$ cat src/design/bllc_ram.sv
// ----------------------------------------------------------------------------
// bllc_ram
// single port write, single port read synchronous memory, registered read
// ----------------------------------------------------------------------------
module bllc_ram #(
  parameter int W = 8,
  parameter int D = 32
) (
  input  logic                 clk_i,
  input  logic                 we_i,
  input  logic [$clog2(D)-1:0] waddr_i,
  input  logic [W-1:0]         wdata_i,
  input  logic [$clog2(D)-1:0] raddr_i,
  output logic [W-1:0]         rdata_o
);

  logic [W-1:0] mem [D];
  logic [W-1:0] rdata_q;

  always_ff @(posedge clk_i) begin
    if (we_i) begin
      mem[waddr_i] <= wdata_i;
    end
  end

  always_ff @(posedge clk_i) begin
    rdata_q <= mem[raddr_i];
  end

  assign rdata_o = rdata_q;

endmodule

$ cat config.mk
export PLATFORM = sky130hd
export DESIGN_NAME = bllc_ram
export DESIGN_NICKNAME = d
export VERILOG_FILES = /design/src/design/bllc_ram.sv
export SDC_FILE = /design/constraint.sdc
export NUM_CORES = 1
export LEC_CHECK = 0
export ABC_CLOCK_PERIOD_IN_PS = 3400
export BUFFER_PORTS_ARGS = -buffer_cell sky130_fd_sc_hd__buf_4
export CORE_UTILIZATION = 50
export DETAILED_ROUTE_END_ITERATION = 16
export MAX_ROUTING_LAYER = met4
export PLACE_DENSITY = 0.65
export SYNTH_ARGS = -nofsm -noshare
export SYNTH_HDL_FRONTEND = slang
export SYNTH_SLANG_ARGS = --single-unit
$ cat constraint.sdc
create_clock -name clk_i -period 3.4 [get_ports clk_i]
set_clock_uncertainty 0.15 [all_clocks]
set_input_delay 0.34 -clock clk_i [delete_from_list [all_inputs] [get_ports clk_i]]
set_output_delay 0.34 -clock clk_i [all_outputs]
set_load 0.005 [all_outputs]
# After elaboration in Yosys (flattened, before gate mapping)
# Memory sizes are Yosys's and may differ from the RTL's. A register that Yosys moved wholly into a read port is not among the register bits.
# Cells that the tools add are included.
# word_totals
regBits	0
ramBits	256
out_inout_bits	8
mem_count	1
# memory_table
name	depth	width	rd	rd_ports_with_merged_regs	wr	line_no	text
mem	32	8	1	1	1	17	logic [W-1:0] mem [D];
# classes
mux	2
# ops
cell	n
$mux 1	2

# Longest topological paths before layout
# depth
word_depth	2
ltp_mapped	5
ltp_nobuf	3

# Least setup slack after synthesis
# No wires, ideal clock.
# synth_timing
path_kind	in2reg
from	input raddr_i[2]
to	register rdata_q[0] (netlist: rdata_o[0]) (read register of mem)
setup_time_ns	0.121
arrival_ns	2.022
setup_slack_ns	1.108
stages	5
cell_sequence	clkbuf_1 clkbuf_1 mux4_2 mux4_2 mux2_2
# synth_rtl
item	line_no	text
from (decl)	13	input logic [$clog2(D)-1:0] raddr_i,
to (decl)	18	logic [W-1:0] rdata_q;

==> results.md <==
* FILL cells at 1422
* Tcrit/Tclk final at 0.622
* Slew margin rel. at 0.375
* Setup crit start kind: input port
* Die Height at 144 µm
* CP max FO at 26
* Share of cells above drive strength 1 at 0.341
* # diodes at 0
* Die Wd at 144 µm
* Total GRT Usage at 0.213
* Int Pwr at 5450 µW
* Sequential power share at 0.533
* Clk_lat worst skew at 0.52 ns
* Worst-Margin Slew at 0.934 ns
* Num ports at 28
* Total number of yosys warnings at 0
* # DRC at 0
* Sequential share of the synthesized area at 0.781
* Slowest CP cell: mux4_2
* Switching pwr at 1370 µW
* Main combinational cell family by area after synthesis: multiplexers
* Top post-synthesis cells by area: edfxtp_1 (76%), mux4_2 (18%), dfxtp_1 (1.6%), nor2_1 (1.2%), mux2_2 (0.90%)
* Synth Instances at 417
* WL per Instance at 26.9 µm
* First-pass GRT wire length at 29600 µm
* Simple-gate share of the synthesized area at 0.0207
* Mux contribution to synthesized area at 0.188
* CTS tree: done
* Avg Vias per Cell at 5.99
* Area Overhead vs Synth at 13.5%
* Vias in the first global route at 4568
* Synth unique cells at 15
* Utilization after layout at 0.583
* HPWL Detailed at 12400 µm
* Sw frac at 0.200
* Commonest cells post-synth: edfxtp_1 (256), mux4_2 (80), nor2_1 (33)
* CTS Hold Buffers Added at 0
* Leakage dissipation at 0.00356 µW
* Via count at 4452
* Area fraction in compound gates after synthesis at 0
* Setup CP Type: in2reg
* Setup crit end kind: flop
* Synth area leader: edfxtp_1
* Die area at 20700 µm²
* RePlAce Congestion at 0.768
* Final hold viol count at 0
* CP most frequent cell: mux4_2
* R2r worst-path depth at 3
* WL final at 20000 µm
* Power per cell area at 597 nW/µm²
* Mapped Area at 10100 µm²
* Global route overflow at 0
* Worst reg2reg setup slack at 1.41 ns
* Max rail drop VDD at 0.470 mV
* Post-Place Worst Slack at 0.727 ns
* Final setup margin at 1.28 ns
* Final setup violation count at 0
* CP Buf/Inv Count at 2
* Adder-Cell Fraction of Synth Area at 0
* CTS Root Cell: clkbuf_16
* Max Slew Vio Count at 0
* Num rows at 51
* CTS sink count at 264
* Post_cts resized at 0
* Unrepaired setup endpoints after global routing: no
* Area of the multi-input gates at 2100 µm²
* Initial DRC Count at 402
* Port Buffers at 27
* Crit path cell chain: buf_4 > buf_12 > mux4_2 > mux4_2 > mux2_2
* CP required at 3.66 ns
* Final min period at 2.12 ns
* Achievable frequency at 472 MHz
* CP top delay family: multiplexers
* Initial Util at 0.513
* Fin Setup TNS at 0 ns
* Clock network power share at 0.416
* Logic gate share of total power at 0.051
* CP Depth at 5
* Top cell type's share of synthesized area at 0.765
* First drt pass iteration count at 5
* Syn Area/Cell at 24.1 µm²
* Hold path cells at 2
* XOR/XNOR share of the synthesized area at 0
* Tightest Hold Check Type: in2reg
* CTS Buf Count at 26
* Synth Flop Type: edfxtp_1
* Htree depth at 1
* Setup bufs post-CTS at 0
* Max Root-Sink Buffers at 3
* Initial antenna violation count at 0
* Post-DRT Antenna Nets at 0
* Layout Nets at 478
* Status: finished, final reports clean
* Pin count of the biggest net entering global routing at 33
* Arrival time worst endpoint at 2.38 ns
* CORE AREA at 19600 µm²
* Syn nets at 437
* CTS clk-pin slew, worst paths at 0.06 ns
* Asr flop ratio synth at 0
* Max-Cap Viols at 0
* Yosys reg bits at 264
* Number of synthesized flops with an enable pin at 256
* Crit path largest cell delay at 0.59 ns
* FF/Latch Area at 7850 µm²
* Count leader, synth: edfxtp_1
==> layout make-up <==
cell class,instances,share of cell area
Multi-Input combinational cell,133,0.184
Clock inverter,18,0.0143
Timing Repair Buffer,33,0.0250
Tap cell,265,0.0291
Clock buffer,30,0.0602
Sequential cell,264,0.688
==> routing by layer <==
layer,track usage,vias to the layer above,routed length [µm]
li1,-,1860,-
met1,0.313,2377,8770
met2,0.314,182,9460
met3,0.0340,33,1360
met4,0.0582,0,385
met5,-,-,0
==> per-stage QoR <==
stage / instance area (µm²) / power (µW) / hold slack, ns / cells
after detailed placement: 10600 / 4050 / 0.570 / 695
after global routing: 11400 / 6990 / 0.0442 / 743
after global placement: 10600 / 4050 / 0.565 / 695
after CTS: 11400 / 6860 / 0.0252 / 743
final: 11400 / 6810 / 0.0495 / 743
after floorplan: 10100 / 3890 / 0.289 / 417
==> logic make-up (layout without fill, tap and decap cells) <==
family / Yosys count / after routing
DFF: 264 / 264
muxes: 88 / 88
and+or+nand+nor: 45 / 45
buffers and inverters: 20 / 81
==> power groups by stage <==
stage / registers (µW) / clock network (µW) / logic (µW)
after CTS: 3640 / 2870 / 350
final: 3640 / 2830 / 346
after detailed placement: 3700 / 0 / 350
after global routing: 3640 / 2990 / 370
after global placement: 3700 / 0 / 343
after floorplan: 3700 / 0 / 193
==> final timing paths <==
kind,startpoint,to
min,raddr_i[3],rdata_o[0]
max reg2reg,mem[21][4],rdata_o[4]
min reg2reg,mem[30][3],rdata_o[3]
max,raddr_i[0],rdata_o[2]
==> flip-flops by register name, summed over array words and instances (netlist names) <==
register	cells
rdata_o	8
mem	256
==> cell usage in the layout, fill, tap and decap left out <==
master      count
edfxtp_1      256
mux4_2         80
nor2_1         33
buf_4          30
clkbuf_16      27
mux2_2          8
dfxtp_1         8
clkinv_2        7
clkinv_1        6
nand3b_1        5
or3b_2          3
clkbuf_1        3
bufinv_16       3
buf_12          3
nand3_1         2
clkinvlp_4      2
nand2_1         1
or3_1           1
(Power assumes the default switching activity.)
